### config.mk
export PLATFORM = sky130hd
export DESIGN_NAME = gfm_ram
export DESIGN_NICKNAME = d
export VERILOG_FILES = /design/src/hw/rtl/gfm_ram.sv
export SDC_FILE = /design/constraint.sdc
export NUM_CORES = 1
export LEC_CHECK = 0
export BUFFER_PORTS_ARGS = -buffer_cell sky130_fd_sc_hd__buf_4
export CAP_MARGIN = 20
export CORE_MARGIN = 4
export CORE_UTILIZATION = 60
export DETAILED_ROUTE_END_ITERATION = 16
export PLACE_DENSITY = 0.82
export SLEW_MARGIN = 10
export SYNTH_ARGS = -nofsm -noshare
export SYNTH_HDL_FRONTEND = slang
export SYNTH_SLANG_ARGS = --single-unit
### constraint.sdc
create_clock -name clk -period 5.8 [get_ports clk]
set_input_delay 1.16 -clock clk [delete_from_list [all_inputs] [get_ports clk]]
set_output_delay 1.16 -clock clk [all_outputs]
set_load 0.05 [all_outputs]
### src/hw/rtl/gfm_ram.sv
// Generic single-write, single-read RAM with registered read data.
`timescale 1ns / 1ps
module gfm_ram #(
  parameter int WIDTH = 8,
  parameter int DEPTH = 64
) (
  input  logic                     clk,
  input  logic                     we,
  input  logic [$clog2(DEPTH)-1:0] waddr,
  input  logic [WIDTH-1:0]         wdata,
  input  logic                     re,
  input  logic [$clog2(DEPTH)-1:0] raddr,
  output logic [WIDTH-1:0]         rdata
);

  logic [WIDTH-1:0] mem [DEPTH];

  always_ff @(posedge clk) begin
    if (we) begin
      mem[waddr] <= wdata;
    end
    if (re) begin
      rdata <= mem[raddr];
    end
  end

endmodule

==> results.toml, run 1 <==
[critical_path]
worstPathRequired_ns = 6.11
critPathLaunchType = "primary input"
path_max_fanout = 66
cp-end-kind = "flop"
crit_arrival_ns = 3.63
critical_path_class = "in2reg"

[timing]
tns_ns = 0
finClkSkew_ns = 0.0213
rsz0062_at_grt = "no"
worstMarginPinSlew_ns = 1.09
slew_violations = 0
period_needed_ns = 3.32
fmax_mhz = 301
fin_ws_ns = 2.48
hold_viol_final = 0
whs_ns = 0.926
fin_crit_sh_pct = 57.2
setup_violations = 0
max-slew-margin-rel_pct = 27.3

[global_routing]
grt_pass1_vias = 9876
grt_first_pass_wirelength_um = 64400
grt_usage_pct = 24.1
antenna_found_initial = 0
grt_max_degree = 70
grt_overflow = 0

[logic_synthesis]
avgSynthCellArea_um2 = 21.5
synth.distinct_cells = 39
synth_xor_xnor_area_share_pct = 0
synth_top_family_by_area = "multiplexers"
yosys_warnings = 0
syn_nets = 963
yosysTopAreaCellShare_pct = 77.1
synth_async_sr_flop_share_pct = 0
netlist_instances = 940
synthFlopType = "edfxtp_1"
synth.area.mux_share_pct = 15.9
synthAdderAreaFrac_pct = 0
synth.most_common_cell = "edfxtp_1"
synthSimpleGateAreaFrac_pct = 3.37
synth_area_um2 = 20200
synth_area_leaders = "edfxtp_1 77%, mux4_2 14%, nor2_1 1.5%"
synthTopCellsByCount = "520 x edfxtp_1, 126 x mux4_2, 83 x nor2_1, 23 x mux2i_1, 19 x nand2_1"
yosys.area.top_type = "edfxtp_1"
ys_ff_latch = 520
ys_seq_area_share_pct = 77.1
synth_edf_count = 520
synth_compound_gate_area_share_pct = 2.06

[drt]
drc = 0
drt_pass1_iterations = 5
ant_nets = 0
drt_iter0_markers = 1489
wirelength_um = 43100
vias = 9824
drt-vias-per-instance = 6.72
wl_per_cell_um = 29.5

[clocking]
hold_buffers = 0
ctsLongestPathBuffers = 3
numCtsBuffers = 48
clock-root-buffer = "clkbuf_16"
cts_resized = 0
postCtsSetupBuffers = 0
cts_num_sinks = 520
htreeDepth = 2
clkTransAtPathRegs_ns = 0.06
clk_latency_ns = 0.57
cts_tree = "built"

[floorplan]
io_pins = 31
fp.coreArea_um2 = 33400
fp-row-count = 67
die_x_um = 192
start_util_pct = 60.5
die_height_um = 192
die-area_um2 = 36700

[power]
p_leak_nw = 6.90
power.density_nw_per_um2 = 343
peakVddDrop_v = 0.000237

[layout]
diodes = 0
area_growth_pct = 10.5
ff_latch_area_um2 = 15600
nets = 1000
multiInputGateArea_um2 = 4320
layout-drive-gt1-share_pct = 24.3
fillers = 1955

[status]
run_status = "completed"

[place]
port_buffers = 30
place_hpwl_um = 24400
dp_slack_ns = 1.83
gp_congestion = 0.822

[job]
drv_cap = 0

[worst_hold_path]
min_path_type = "in2reg"
-- cell usage in the layout, fill, tap and decap left out, types with 3 or more instances in the layout --
| cell | n |
|---|---|
| a211oi_1 | 4 |
| a21oi_1 | 3 |
| a221oi_1 | 6 |
| a22oi_1 | 3 |
| buf_4 | 35 |
| bufinv_16 | 5 |
| clkbuf_1 | 12 |
| clkbuf_16 | 50 |
| clkinv_1 | 8 |
| clkinv_2 | 5 |
| clkinvlp_4 | 6 |
| edfxtp_1 | 520 |
| mux2_2 | 13 |
| mux2i_1 | 23 |
| mux4_2 | 126 |
| nand2_1 | 19 |
| nand2b_1 | 7 |
| nand3_1 | 13 |
| nand3b_1 | 3 |
| nor2_1 | 83 |
| nor2b_1 | 14 |
| nor3_1 | 7 |
| o2111ai_1 | 3 |
| o221ai_1 | 8 |
| o22ai_1 | 8 |
| o2bb2ai_1 | 3 |
-- worst max-delay path, cell delays in order --
cell	delay [ns]
clkbuf_8	0.64
buf_4	0.62
mux4_2	0.57
nor2_1	0.10
nor2_1	0.06
nor3_1	0.29
o32ai_1	0.14
-- sequential cells by signal (all words and copies together), names as in the netlist --
| register | flops |
|---|---|
| mem | 512 |
| rdata | 8 |
-- power breakdown --
part	internal (mW)	total (mW)	leakage [nW]	switching, mW
Clock	1.80	3.11	0.741	1.31
Sequential	4.17	4.18	4.69	0.0109
Combinational	0.142	0.390	1.47	0.247
-- per-layer routing --
metal / vias to the layer above / global-route usage (%) / wire, µm
met5: - / 0 / 0
met4: 0 / 8.48 / 1550
met3: 116 / 4.62 / 4720
met2: 642 / 36.9 / 20500
met1: 5055 / 35.9 / 16300
li1: 4011 / - / -
-- area by class of cell --
type | instances | share of cell area, %
Sequential cell | 520 | 69.8
Multi-Input combinational cell | 369 | 19.3
Clock buffer | 62 | 5.79
Tap cell | 448 | 2.51
Timing Repair Buffer | 38 | 1.42
Clock inverter | 25 | 1.19
-- through the flow --
step	util (%)	instances	power (mW)	cell area (µm²)
after floorplan	-	940	4.49	20200
after global placement	62.2	1375	4.63	20800
after detailed placement	62.2	1375	4.64	20800
after CTS	66.9	1462	7.71	22400
after global routing	66.9	1462	7.90	22400
final	66.9	1462	7.68	22400
-- path summary, 6_finish.rpt --
path	start	cells after the start	endpoint	slack, ns
min reg2reg	mem[34][1]	4	rdata[1]	0.95
min	re	1	rdata[5]	0.93
max reg2reg	mem[10][1]	5	rdata[1]	3.59
max	raddr[0]	7	rdata[4]	2.48
-- logic make-up after synthesis --
kind of cell	after synthesis
DFF	520
muxes	162
and+or+nand+nor	153
AOI/OAI and AO/OA	54
buffers and inverters	51
Power figures use the tool's default switching activity.
==> run 2: changes to the inputs <==
ABC_AREA = 1   (was not set)
clock period = 3.3 ns   (was 5.8 ns; I/O delays follow)
==> results.toml, run 2 <==
[clocking]
cts_resized = 0
cts_tree = "built"
ctsLongestPathBuffers = 3
postCtsSetupBuffers = 0
htreeDepth = 2
hold_buffers = 0
clkTransAtPathRegs_ns = 0.07
numCtsBuffers = 51
cts_num_sinks = 520
clock-root-buffer = "clkbuf_16"
clk_latency_ns = 0.56

[critical_path]
cp-end-kind = "flop"
critical_path_class = "in2reg"
worst-path-buf-inv = 3
reg2reg_from = "mem[59][5]"
r2r_cells = 8
crit_arrival_ns = 2.67
rrSetupSlack_ns = 1.68
critPathLaunchType = "primary input"
critical_path.top_delay_family = "simple AND/OR/NAND/NOR gates"
worstPathRequired_ns = 3.73
cp_slowest_cell = "buf_12"
cp_cell_sequence = "buf_6 > buf_12 > buf_12 > nand2_1 > nand3_1 > nand3_1 > nand2_1 > nand2_1 > nand3_1 > nand3_1 > nand2_1"
r2r_end = "rdata[5]"
path_max_fanout = 136
max_stage_delay_ns = 0.46

[place]
dp_slack_ns = 0.549
port_buffers = 30
gp_congestion = 0.910
dpl_cell_area_um2 = 22200
place_hpwl_um = 30200

[logic_synthesis]
synth_top_family_by_area = "simple AND/OR/NAND/NOR gates"
yosys.area.top_type = "edfxtp_1"
avgSynthCellArea_um2 = 11.9
synth_area_leaders = "edfxtp_1 73%, nand2_1 11%, nand3_1 10%"
synth_compound_gate_area_share_pct = 0
synth_xor_xnor_area_share_pct = 0
yosys_warnings = 0
yosysTopAreaCellShare_pct = 72.9
synth_area_um2 = 21400
synth_async_sr_flop_share_pct = 0
synthAdderAreaFrac_pct = 0
synthFlopType = "edfxtp_1"
synthSimpleGateAreaFrac_pct = 23.1
synthTopCellsByCount = "648 x nand2_1, 520 x edfxtp_1, 439 x nand3_1, 56 x nor2_1, 37 x buf_2"
syn_nets = 1828
synth_edf_count = 520
netlist_instances = 1805
synth.distinct_cells = 15
synth.most_common_cell = "nand2_1"
synth.area.mux_share_pct = 0
ys_seq_area_share_pct = 72.9
ys_ff_latch = 520

[layout]
nets = 1893
area_growth_pct = 11.1
final_common_cell = "nand2_1"
mostFrequentLayoutCells = "648 x nand2_1, 520 x edfxtp_1, 439 x nand3_1"
largest_register = "mem"
diodes = 0
reg_top3 = "mem: 512 flops, rdata: 8 flops"
layout-drive-gt1-share_pct = 10.1
largest_register_ff_count = 512
multiInputGateArea_um2 = 4950
ff_latch_area_um2 = 15600
fillers = 2374
final_area_um2 = 23800
final_util_pct = 68.2

[power]
p_leak_nw = 8.70
switchingPower_mw = 3.03
pwr-share-comb_pct = 6.6
power_frac_clock_pct = 39.6
p_sw_share_pct = 22.2
peakVddDrop_v = 0.000398
power.density_nw_per_um2 = 574
p_int_mw = 10.6
p_seq_share_pct = 53.8

[floorplan]
io_pins = 31
die-area_um2 = 38800
die_x_um = 197
die_height_um = 197
start_util_pct = 61.4
fp-row-count = 68
fp.coreArea_um2 = 34900

[drt]
drc = 0
drt_pass1_iterations = 6
ant_nets = 0
drt_iter0_markers = 2253
wl_per_cell_um = 22.5
vias = 14600
drt-vias-per-instance = 6.20
wirelength_um = 53000

[worst_hold_path]
min_path_type = "in2reg"
hold-path-cell-count = 1
min_from = "re"
whs_endpoint = "rdata[3]"

[timing]
setup_violations = 0
max-slew-margin-rel_pct = 43.2
slew_violations = 0
fin_crit_sh_pct = 67.9
fin_ws_ns = 1.06
worstMarginPinSlew_ns = 0.853
hold_viol_final = 0
tns_ns = 0
fmax_mhz = 446
rsz0062_at_grt = "no"
finClkSkew_ns = 0.00918
period_needed_ns = 2.24

[global_routing]
antenna_found_initial = 1
grt_pass1_vias = 14200
grt_overflow = 0
grt_usage_pct = 27.3
grt_first_pass_wirelength_um = 81900
grt_max_degree = 137

[job]
drv_cap = 0

[status]
run_status = "completed"
## run 2: cell types whose count changed after synthesis, moves of 10 or more
cell,delta
mux2_2,-13
buf_6,+31
inv_1,+10
nor2_1,-27
nand3_1,+426
mux2i_1,-23
nand2_1,+629
mux4_2,-126
nor2b_1,-14
buf_2,+26
## run 2: layer usage
metal	routed length (µm)	vias to the layer above	track usage, %
met5	14	-	0
met4	1930	2	8.94
met3	6370	160	6.17
met2	25100	1014	43.6
met1	19600	6979	38.0
li1	-	6480	-
## run 2: cell type report
cell class,instances,area share (%)
Clock buffer,68,5.81
Clock inverter,20,0.626
Inverter,12,0.221
Multi-Input combinational cell,1160,20.8
Sequential cell,520,65.6
Tap cell,455,2.39
Timing Repair Buffer,125,4.52
## run 2: power groups by stage
stage | Combinational, mW | Clock, mW | Sequential, mW
2_1_floorplan | 0.514 | 0 | 7.51
6_report | 0.901 | 5.42 | 7.34
3_5_place_dp | 0.877 | 0 | 7.48
4_1_cts | 0.883 | 5.44 | 7.34
3_3_place_gp | 0.854 | 0 | 7.48
5_1_grt | 0.972 | 5.76 | 7.34
## run 2: cells by family (layout without fill, tap and decap cells)
family / Yosys count / count (layout)
simple gates: 1160 / 1160
flops: 520 / 520
buf+inv: 125 / 225
## run 2: how the worst max path moves through the flow
stage                   from         end  slack, ns  cells past startpoint
finish              raddr[0]    rdata[5]       1.06                     11
global route        raddr[0]    rdata[5]        1.0                     11
global placement    raddr[0]    rdata[5]       0.59                     11
CTS                 raddr[0]    rdata[5]       1.12                     11
floorplan                 we  mem[48][0]       0.87                      3
detailed placement  raddr[0]    rdata[5]       0.55                     11
## run 2: per-stage QoR
stage / hold WS [ns] / cells / total power, mW
after floorplan: 0.759 / 1805 / 8.02
after global placement: 0.886 / 2271 / 8.33
after detailed placement: 0.883 / 2271 / 8.36
after CTS: 0.388 / 2359 / 13.7
after global routing: 0.395 / 2360 / 14.1
final: 0.402 / 2360 / 13.7
## run 2: worst reg2reg max path, cell delays in order, from the launching register on
cell and delay (ns):
edfxtp_1 0.36, nand2_1 0.07, nand3_1 0.10, nand3_1 0.19
nand2_1 0.09, nand2_1 0.07, nand3_1 0.18, nand3_1 0.23
nand2_1 0.08
