File: src/hw/rtl/gfm_div.sv
// Restoring divider, one quotient bit per cycle.
`timescale 1ns / 1ps
module gfm_div #(
  parameter int DVD_W = 24,
  parameter int DSR_W = 7
) (
  input  logic             clk,
  input  logic             rst_n,
  input  logic             start,
  input  logic [DVD_W-1:0] dividend,
  input  logic [DSR_W-1:0] divisor,
  output logic             done,
  output logic [DVD_W-1:0] quotient
);

  localparam int CW = $clog2(DVD_W + 1);

  logic             busy_r;
  logic             done_r;
  logic [CW-1:0]    cnt_r;
  logic [DSR_W-1:0] rem_r;
  logic [DVD_W-1:0] dvd_r;
  logic [DVD_W-1:0] quot_r;

  logic [DSR_W:0]   rem_sh;
  logic             fits;
  logic [DSR_W-1:0] rem_nxt;

  always_comb begin
    rem_sh  = {rem_r, dvd_r[DVD_W-1]};
    fits    = (rem_sh >= {1'b0, divisor});
    rem_nxt = fits ? DSR_W'(rem_sh - {1'b0, divisor}) : rem_sh[DSR_W-1:0];
  end

  always_ff @(posedge clk) begin
    if (!rst_n) begin
      busy_r <= 1'b0;
      done_r <= 1'b0;
      cnt_r  <= '0;
    end else begin
      done_r <= 1'b0;
      if (start) begin
        busy_r <= 1'b1;
        cnt_r  <= '0;
      end else if (busy_r) begin
        cnt_r <= cnt_r + 1'b1;
        if (cnt_r == CW'(DVD_W - 1)) begin
          busy_r <= 1'b0;
          done_r <= 1'b1;
        end
      end
    end
  end

  always_ff @(posedge clk) begin
    if (start) begin
      rem_r  <= '0;
      dvd_r  <= dividend;
      quot_r <= '0;
    end else if (busy_r) begin
      rem_r  <= rem_nxt;
      dvd_r  <= {dvd_r[DVD_W-2:0], 1'b0};
      quot_r <= {quot_r[DVD_W-2:0], fits};
    end
  end

  assign done     = done_r;
  assign quotient = quot_r;

endmodule

File: config.mk
export PLATFORM = sky130hd
export DESIGN_NAME = gfm_div
export DESIGN_NICKNAME = d
export VERILOG_FILES = /design/src/hw/rtl/gfm_div.sv
export SDC_FILE = /design/constraint.sdc
export NUM_CORES = 1
export LEC_CHECK = 0
export BUFFER_PORTS_ARGS = -buffer_cell sky130_fd_sc_hd__buf_2
export CAP_MARGIN = 40
export CORE_AREA = 5 5 80 82
export CTS_CLUSTER_DIAMETER = 50
export DETAILED_ROUTE_END_ITERATION = 8
export DIE_AREA = 0 0 85 87
export PLACE_DENSITY = 0.8
export SYNTH_ARGS = -nofsm -noshare
export SYNTH_HDL_FRONTEND = slang
export SYNTH_SLANG_ARGS = --single-unit
File: constraint.sdc
create_clock -name clk -period 2.3 [get_ports clk]
set_input_delay 0.115 -clock clk [delete_from_list [all_inputs] [get_ports clk]]
set_output_delay 0.115 -clock clk [all_outputs]
set_load 0.05 [all_outputs]
==> flow_summary_export.csv, run 1 <==
group,metric,value,unit
status,status,"completed",
setup_path,end_kind,"flip-flop",
placement,io_buffers,58,
sta,setup_viol,0,
layout,num-nets-final,364,
setup_path,regToRegEndpoint,"rem_r[0]",
clock_tree,cts_sinks,62,
clock_tree,cts_resized,0,
sta,finalHoldViolCount,0,
drt,vias,2077,
floorplanning,coreArea,5680,sq um
logic_synthesis,synth_edf_count,24,
pwr,irDropWorstVdd,0.508,mV
grt,grt_overflow,0,
floorplanning,die_y,87,um
layout,antenna_cells,0,
setup_path,crit_start,"dvd_r[23]",
worst_hold_path,hold_path_end,"dvd_r[0]",
grt,grt_pass1_wl,9150,um
setup_path,critPathRequiredTime,2540,ps
logic_synthesis,syn_nets,306,
grt,grt.total_usage,15.5,%
sta,fin_crit,2120,ps
grt,grt_max_degree,38,
drt,drc_errors,0,
logic_synthesis,syn_inst,263,
floorplanning,die_w,85,um
layout,final_area,3540,sq um
clock_tree,cts_buffers,9,
logic_synthesis,yosys_register_bits,62,
setup_path,cp_slowest_stage_delay,400,ps
logic_synthesis,synth_area_leader_cell,"dfxtp_1",
floorplanning,die_area,7400,sq um
drt,first_iter_violations,82,
logic_synthesis,ys_types,49,
logic_synthesis,synth_top_area_share,25.7,%
logic_synthesis,synth_warnings,0,
logic_synthesis,avgSynthCellArea,11.3,sq um
setup_path,critical_path_class,"reg2reg",
clock_tree,cts_max_level,3,
logic_synthesis,syn_area,2960,sq um
clock_tree,clk_path_buf_depth,2,
pwr,cellLeakagePower,1.49,nW
logic_synthesis,async_flop_share,0,%
clock_tree,clkLatencyLatePin,330,ps
sta,fmax,0.473,GHz
sta,tightest_slew,541,ps
grt,antenna_found_initial,0,
placement,dp_hpwl,3940,um
setup_path,rr_worst_depth,7,
placement,place_area,3310,sq um
drt,dr.pass1.iters,4,
setup_path,cp_slowest_cell,"fa_1",
sta,rsz0062_at_grt,"no",
placement,dpl.cell_count,384,
sta,skew,5.72,ps
logic_synthesis,yosysSeqAreaShare,50.1,%
pwr,power.density,732,nW/um^2
sta,min_period_over_period,92.0,%
clock_tree,cts_tree,"done",
drt,via_per_inst,5.18,
sta,slew_headroom,63.9,%
drt,route.antenna.remaining_nets,0,
layout,final_layout_size_suffix_gt1_share,35.0,%
floorplanning,pin_count,59,
setup_path,setup.worst_path.start_class,"flip-flop",
drt,avgRoutedWirePerCell,13.7,um
logic_synthesis,ys.flop_type,"dfxtp_1",
floorplanning,start_util,52.1,%
layout,stdcell_count,401,
layout,area_growth_syn_to_layout,19.6,%
setup_path,cp_max_fo,6,
sta,whs,73.2,ps
job,drv_cap,0,
setup_path,worstPathCellList,"inv_1 -> ha_1 -> fa_1 -> nand2b_1 -> a211o_1 -> and3_1 -> a311oi_2",
grt,first_global_vias,2059,
layout,final_core_util,62.3,%
clock_tree,path_clk_slew,70,ps
worst_hold_path,hp-start,"dividend[0]",
clock_tree,cts-root-buf,"clkbuf_8",
worst_hold_path,whs_path_depth,2,
placement,place_congestion,0.794,
sta,slew_violations,0,
setup_path,arrival,2360,ps
worst_hold_path,hp-class,"in2reg",
logic_synthesis,synth_area_leaders,"dfxtp_1, edfxtp_1, mux2_2, mux2i_1, nor2_1",
drt,drt-total-wl,5510,um
setup_path,rrSetupSlack,180,ps
floorplanning,core.rowCount,28,
sta,finalSetupTns,0,ps
setup_path,worstReg2RegStart,"dvd_r[23]",
-- stage by stage --
stage               total power [mW]  worst slack [ps]
CTS                             2.61               169
detailed placement              1.57               169
finish                          2.59               184
global route                    2.71              67.9
global placement                1.56               247
floorplan                       1.49               187
-- worst max-delay path by stage --
stage,endpoint,slack (ps)
5_1_grt,rem_r[5],70
3_3_place_gp,rem_r[0],250
2_1_floorplan,rem_r[0],190
6_report,rem_r[0],180
4_1_cts,rem_r[0],170
3_5_place_dp,rem_r[0],170
-- per-layer routing --
| metal | share of wire [%] | track usage [%] | up-vias |
|---|---|---|---|
| met5 | 0 | 0 | - |
| met4 | 1.7 | 6.47 | 0 |
| met3 | 7.1 | 5.39 | 9 |
| met2 | 47 | 25.1 | 44 |
| met1 | 44 | 18.9 | 968 |
| li1 | - | - | 1056 |
-- worst max-delay path, delay by kind of cell (launching register included) --
family	cells	cell delay [ps]
buf+inv	1	60
flops	1	320
fa+ha+maj	2	600
simple gates	2	490
compound gates	2	570
-- kinds of logic after synthesis --
| logic type | after synthesis | share of synthesized area, % |
|---|---|---|
| compound gates | 31 | 9.26 |
| xor+xnor | 7 | 2.07 |
| fa+ha+maj | 9 | 4.06 |
| buf+inv | 27 | 4.23 |
| flops | 62 | 50.1 |
| mux | 47 | 16.9 |
| simple gates | 80 | 13.4 |
-- registers in the layout (all words and copies together), names as in the netlist --
register,count
dvd_r,24
quotient,24
rem_r,7
cnt_r,5
busy_r,1
done,1
-- final cells by class --
cell class	count	area (sq um)
clock inverters	7	97.6
well taps	75	93.8
repair buffers	64	350
inverters	10	37.5
clock buffers	9	124
flip-flops and latches	62	1480
multi-input cells	174	1350
fillers	497	2140
-- synth_stat cells, types with 3 or more instances --
cell type   n
xor2_1      4
edfxtp_1   24
dfxtp_1    38
nand3b_1    3
nand2b_1    7
clkbuf_1    8
ha_1        8
nor2_1     40
xnor2_1     3
a21o_1      3
nor3b_1     5
buf_2       4
a41oi_1     4
inv_1      10
mux2_2     23
mux2i_1    24
a211oi_1    3
nand4_1     4
nand2_1    10
-- placed cells by master (no fill, tap or decap), types with 3 or more instances in the layout --
master    count
nor2_1       40
nand2b_1      7
a41oi_1       4
a21o_1        3
nand2_1      10
edfxtp_1     24
inv_1        10
buf_4         4
buf_2        58
nand3b_1      3
a211oi_1      3
xnor2_1       3
dfxtp_1      37
mux2_2       23
nand4_1       4
nor3b_1       5
ha_1          8
xor2_1        4
clkbuf_8      9
mux2i_1      24
-- what timing repair did --
item / in CTS / in global routing
buffers inserted: 0 / 0
endpoints found under the hold margin: 1 / 0
hold buffers: 1 / 0
-- power by group --
part	switching, mW	internal [mW]	total [mW]
sequential	0.0268	1.21	1.24
clock	0.432	0.613	1.05
combinational	0.162	0.147	0.309
No activity file was read; power rests on OpenSTA's default activity.
==> run 2, diff against run 1 <==
Settings changed: CORE_AREA 5 5 80 82 to 10 10 85 87, DIE_AREA 0 0 85 87 to 0 0 95 97.
==> run 2 against run 1 <==
  * Power fell by 10%
  * Sequential power barely moved
  * Clock-buffer cell count rose by 3
  * Global-route usage fell by 2.6 points
  * Design area fell by 2.3%
  * Register-to-register slack barely moved
  * Clock power fell by 26%
  * Final cell count fell by 0.75%
  * Utilization rose by 0.82 points
  * Highest routed layer is now met3
  * Largest power group unchanged
==> flow_summary_export.csv, run 2 (synthesized netlist as in run 1, its figures left out) <==
group,metric,value,unit
layout,antenna_cells,0,
clock_tree,cts_max_level,3,
setup_path,worstPathCellList,"inv_1 -> ha_1 -> fa_1 -> nand2b_1 -> a211o_1 -> and3_1 -> a311oi_2",
floorplanning,pin_count,59,
setup_path,path_buf_inv,1,
drt,first_iter_violations,125,
clock_tree,cts_resized,0,
drt,route.antenna.remaining_nets,0,
layout,final_common_cell,"buf_2",
clock_tree,post-cts-setup-buffers,0,
layout,num-nets-final,364,
sta,slew_violations,0,
clock_tree,cts_hold_buffers,0,
clock_tree,cts_buffers,9,
setup_path,end_kind,"flip-flop",
sta,tightest_slew,560,ps
drt,avgRoutedWirePerCell,14.4,um
sta,fin_crit,2120,ps
status,status,"completed",
placement,io_buffers,58,
sta,setup_viol,0,
clock_tree,cts_sinks,62,
pwr,power.density,671,nW/um^2
clock_tree,path_clk_slew,70,ps
clock_tree,cts_tree,"done",
worst_hold_path,hp-class,"in2reg",
setup_path,arrival,2360,ps
drt,drc_errors,0,
setup_path,critPathTopFamily,"adder cells",
layout,area_growth_syn_to_layout,16.8,%
placement,dp_hpwl,4110,um
floorplanning,die_area,9220,sq um
drt,vias,2070,
floorplanning,core.rowCount,27,
grt,grt.total_usage,12.9,%
grt,grt_overflow,0,
pwr,cellLeakagePower,1.46,nW
clock_tree,cts-root-buf,"clkbuf_8",
layout,multiInputGateArea,1350,sq um
layout,fillers,458,
sta,finalHoldViolCount,0,
job,drv_cap,0,
grt,grt_pass1_wl,9690,um
pwr,p_total,2.32,mW
sta,slew_headroom,62.7,%
setup_path,cp_slowest_cell,"fa_1",
drt,via_per_inst,5.20,
sta,skew,7.47,ps
sta,rsz0062_at_grt,"no",
setup_path,setup.worst_path.start_class,"flip-flop",
floorplanning,die_y,97,um
setup_path,worstReg2RegStart,"dvd_r[23]",
drt,drt-total-wl,5740,um
layout,seqCellArea,1480,sq um
setup_path,cp_slowest_stage_delay,400,ps
drt,dr.pass1.iters,5,
grt,antenna_found_initial,0,
setup_path,crit_start,"dvd_r[23]",
floorplanning,coreArea,5470,sq um
sta,min_period_over_period,92.1,%
floorplanning,die_w,95,um
grt,grt_max_degree,35,
clock_tree,clk_path_buf_depth,2,
sta,fmax,0.472,GHz
worst_hold_path,hp-start,"rst_n",
floorplanning,start_util,54.1,%
sta,finalSetupTns,0,ps
layout,mostFrequentLayoutCells,"buf_2, nor2_1, dfxtp_1, mux2i_1, edfxtp_1",
setup_path,cp_max_fo,6,
setup_path,critPathRequiredTime,2540,ps
layout,final_layout_size_suffix_gt1_share,34.4,%
grt,first_global_vias,2118,
clock_tree,clkLatencyLatePin,320,ps
pwr,irDropWorstVdd,0.553,mV
setup_path,critical_path_class,"reg2reg",
placement,place_congestion,0.784,
==> run 2: changes by cell type in the layout (fill, tap and decap cells not counted) <==
cell and delta:
buf_12 -1, bufinv_16 -2, clkbuf_1 +3, inv_6 -1
buf_4 +2, clkinvlp_4 -2, dlygate4sd3_1 -1, clkinv_2 +2
==> run 2: worst reg2reg max path, delay by kind of cell, from the launching register on <==
family | cells | cell delay, ps
compound gates | 2 | 570
fa+ha+maj | 2 | 600
flops | 1 | 330
simple gates | 2 | 490
buf+inv | 1 | 60
==> run 2: report_power, final <==
part	switching [mW]	internal [mW]	total (mW)
logic	0.165	0.144	0.309
registers	0.0223	1.21	1.23
clock network	0.390	0.388	0.778
==> run 2: area by class of cell <==
class,instances,area share [%]
flip-flops and latches,62,42.9
multi-input cells,174,39.1
repair buffers,64,9.70
clock buffers,12,3.91
well taps,72,2.61
inverters,10,1.09
clock inverters,4,0.688
==> run 2: layer usage <==
| layer | global-route usage [%] | vias up | part of all wire, % |
|---|---|---|---|
| met5 | 0 | - | 0 |
| li1 | - | 1053 | - |
| met1 | 16.2 | 966 | 45 |
| met2 | 18.3 | 51 | 47 |
| met3 | 7.02 | 0 | 8.6 |
| met4 | 4.12 | 0 | 0 |
==> run 2: final timing paths <==
path                            cells after the start  endpoint  slack [ps]
worst max-delay path                                7  rem_r[0]         180
worst min-delay path                                2    busy_r          20
worst max register to register                      7  rem_r[0]         180
worst min register to register                      2      done         490
==> run 2: through the flow <==
stage	std cells	area [sq um]	util [%]	hold WS [ps]	setup slack (ps)
2_1_floorplan	263	2960	-	233	187
3_3_place_gp	382	3300	60.3	350	246
3_5_place_dp	382	3300	60.3	346	176
4_1_cts	398	3460	63.2	2.68	160
5_1_grt	398	3460	63.2	8.36	54.6
6_report	398	3460	63.2	16.5	181
==> run 3, diff against run 2 <==
Clock period 2.3 ns to 2.4 ns, I/O delays scaled along.
==> run 3 against run 2 <==
  * Maximum frequency down 1.0%
  * Critical endpoint unchanged
  * Sequential share of layout area is 0.69 points lower
  * Sequential power shrank 4%
  * Design area up 1.6%
  * Critical path depth is the same
==> flow_summary_export.csv, run 3 (synthesized netlist as in run 1, its figures left out) <==
group,metric,value,unit
layout,final_area,3510,sq um
worst_hold_path,whs_path_depth,2,
grt,grt_pass1_wl,9610,um
pwr,power.density,693,nW/um^2
clock_tree,path_clk_slew,70,ps
sta,skew,5.61,ps
pwr,clockPowerShare,39.3,%
drt,route.antenna.remaining_nets,0,
layout,fillers,465,
pwr,switching_share,22.9,%
placement,io_buffers,58,
sta,finalHoldViolCount,0,
sta,tightest_slew,556,ps
floorplanning,die_y,97,um
setup_path,setup.worst_path.start_class,"flip-flop",
floorplanning,die_w,95,um
floorplanning,start_util,54.1,%
pwr,net-switching-power,0.557,mW
sta,rsz0062_at_grt,"no",
sta,fmax,0.467,GHz
drt,via_per_inst,5.24,
floorplanning,pin_count,59,
setup_path,end_kind,"flip-flop",
sta,finalSetupTns,0,ps
setup_path,crit_start,"dvd_r[23]",
setup_path,crit_path_end,"rem_r[0]",
setup_path,rr_worst_depth,7,
grt,grt.total_usage,12.8,%
pwr,combinationalPowerShare,12.0,%
grt,first_global_vias,2096,
drt,first_iter_violations,70,
clock_tree,cts_max_level,3,
setup_path,regToRegEndpoint,"rem_r[0]",
sta,min_period_over_period,89.2,%
drt,drc_errors,0,
setup_path,critical_path_class,"reg2reg",
setup_path,cp_max_fo,6,
job,drv_cap,0,
placement,dp_hpwl,4300,um
setup_path,worstReg2RegStart,"dvd_r[23]",
sta,setup_viol,0,
floorplanning,core.rowCount,27,
setup_path,arrival,2380,ps
clock_tree,cts_tree,"done",
worst_hold_path,hp-class,"in2reg",
clock_tree,clkLatencyLatePin,330,ps
floorplanning,die_area,9220,sq um
layout,final_common_cell,"buf_2",
layout,num-nets-final,365,
clock_tree,post-cts-setup-buffers,0,
grt,grt_max_degree,26,
drt,vias,2091,
status,status,"completed",
sta,fin_crit,2140,ps
drt,drt-total-wl,5830,um
clock_tree,clk_path_buf_depth,2,
sta,slew_headroom,62.9,%
grt,grt_overflow,0,
sta,slew_violations,0,
layout,area_growth_syn_to_layout,18.7,%
placement,place_congestion,0.768,
clock_tree,cts_sinks,62,
layout,mostFrequentLayoutCells,"buf_2, nor2_1, dfxtp_1, mux2i_1, edfxtp_1",
placement,place_area,3300,sq um
clock_tree,cts_buffers,9,
floorplanning,coreArea,5470,sq um
layout,antenna_cells,0,
grt,antenna_found_initial,0,
layout,final_layout_size_suffix_gt1_share,34.3,%
pwr,p_seq_share,48.7,%
pwr,cellLeakagePower,1.49,nW
clock_tree,cts-root-buf,"clkbuf_8",
pwr,irDropWorstVdd,0.459,mV
setup_path,critPathRequiredTime,2640,ps
setup_path,rrSetupSlack,260,ps
drt,dr.pass1.iters,4,
drt,avgRoutedWirePerCell,14.6,um
pwr,p_int,1.88,mW
## run 3: final cells by class
cell class                      instances  area [sq um]  share of cell area [%]
Sequential cell                        62          1480                    42.2
Multi-Input combinational cell        174          1350                    38.5
Timing Repair Buffer                   65           345                    9.83
Clock buffer                           11           131                    3.74
Tap cell                               72          90.1                    2.56
Clock inverter                          5          73.8                    2.10
Inverter                               10          37.5                    1.07
## run 3: metal layers
metal | vias up | track usage (%) | wire (um)
met2 | 50 | 19.4 | 2740
met4 | 0 | 5.95 | 76
li1 | 1054 | - | -
met3 | 8 | 6.09 | 459
met1 | 979 | 14.9 | 2560
met5 | - | 0 | 0
## run 3: critical path, cell delays in order (launching register included)
cell      delay [ps]
edfxtp_1         320
inv_1             60
ha_1             200
fa_1             400
nand2b_1         200
a211o_1          290
and3_1           290
a311oi_2         290
## run 3: worst min path at each step
stage / start / to
6_report: dividend[9] / dvd_r[9]
3_5_place_dp: rst_n / busy_r
4_1_cts: dividend[12] / dvd_r[12]
2_1_floorplan: rst_n / busy_r
5_1_grt: dividend[9] / dvd_r[9]
3_3_place_gp: rst_n / busy_r
## run 3: timing repair
action | 4_1_cts | 5_1_grt
gates resized for setup | 0 | 0
hold buffers | 1 | 0
hold endpoints to repair | 1 | 0
## run 3: power groups by stage
stage | sequential [mW] | combinational, mW | clock (mW)
final | 1.18 | 0.293 | 0.956
after global routing | 1.19 | 0.324 | 1.02
after CTS | 1.18 | 0.295 | 0.983
after detailed placement | 1.21 | 0.293 | 0
after global placement | 1.20 | 0.285 | 0
after floorplan | 1.20 | 0.222 | 0
## run 3: per-stage QoR
step	total power [mW]	utilization, %	instances	setup WS, ps	hold slack [ps]
3_5_place_dp	1.50	60.3	382	251	342
3_3_place_gp	1.49	60.3	382	345	344
6_report	2.43	64.2	399	260	92.9
2_1_floorplan	1.43	-	263	287	238
5_1_grt	2.54	64.2	399	153	76.5
4_1_cts	2.46	64.2	399	248	73.8
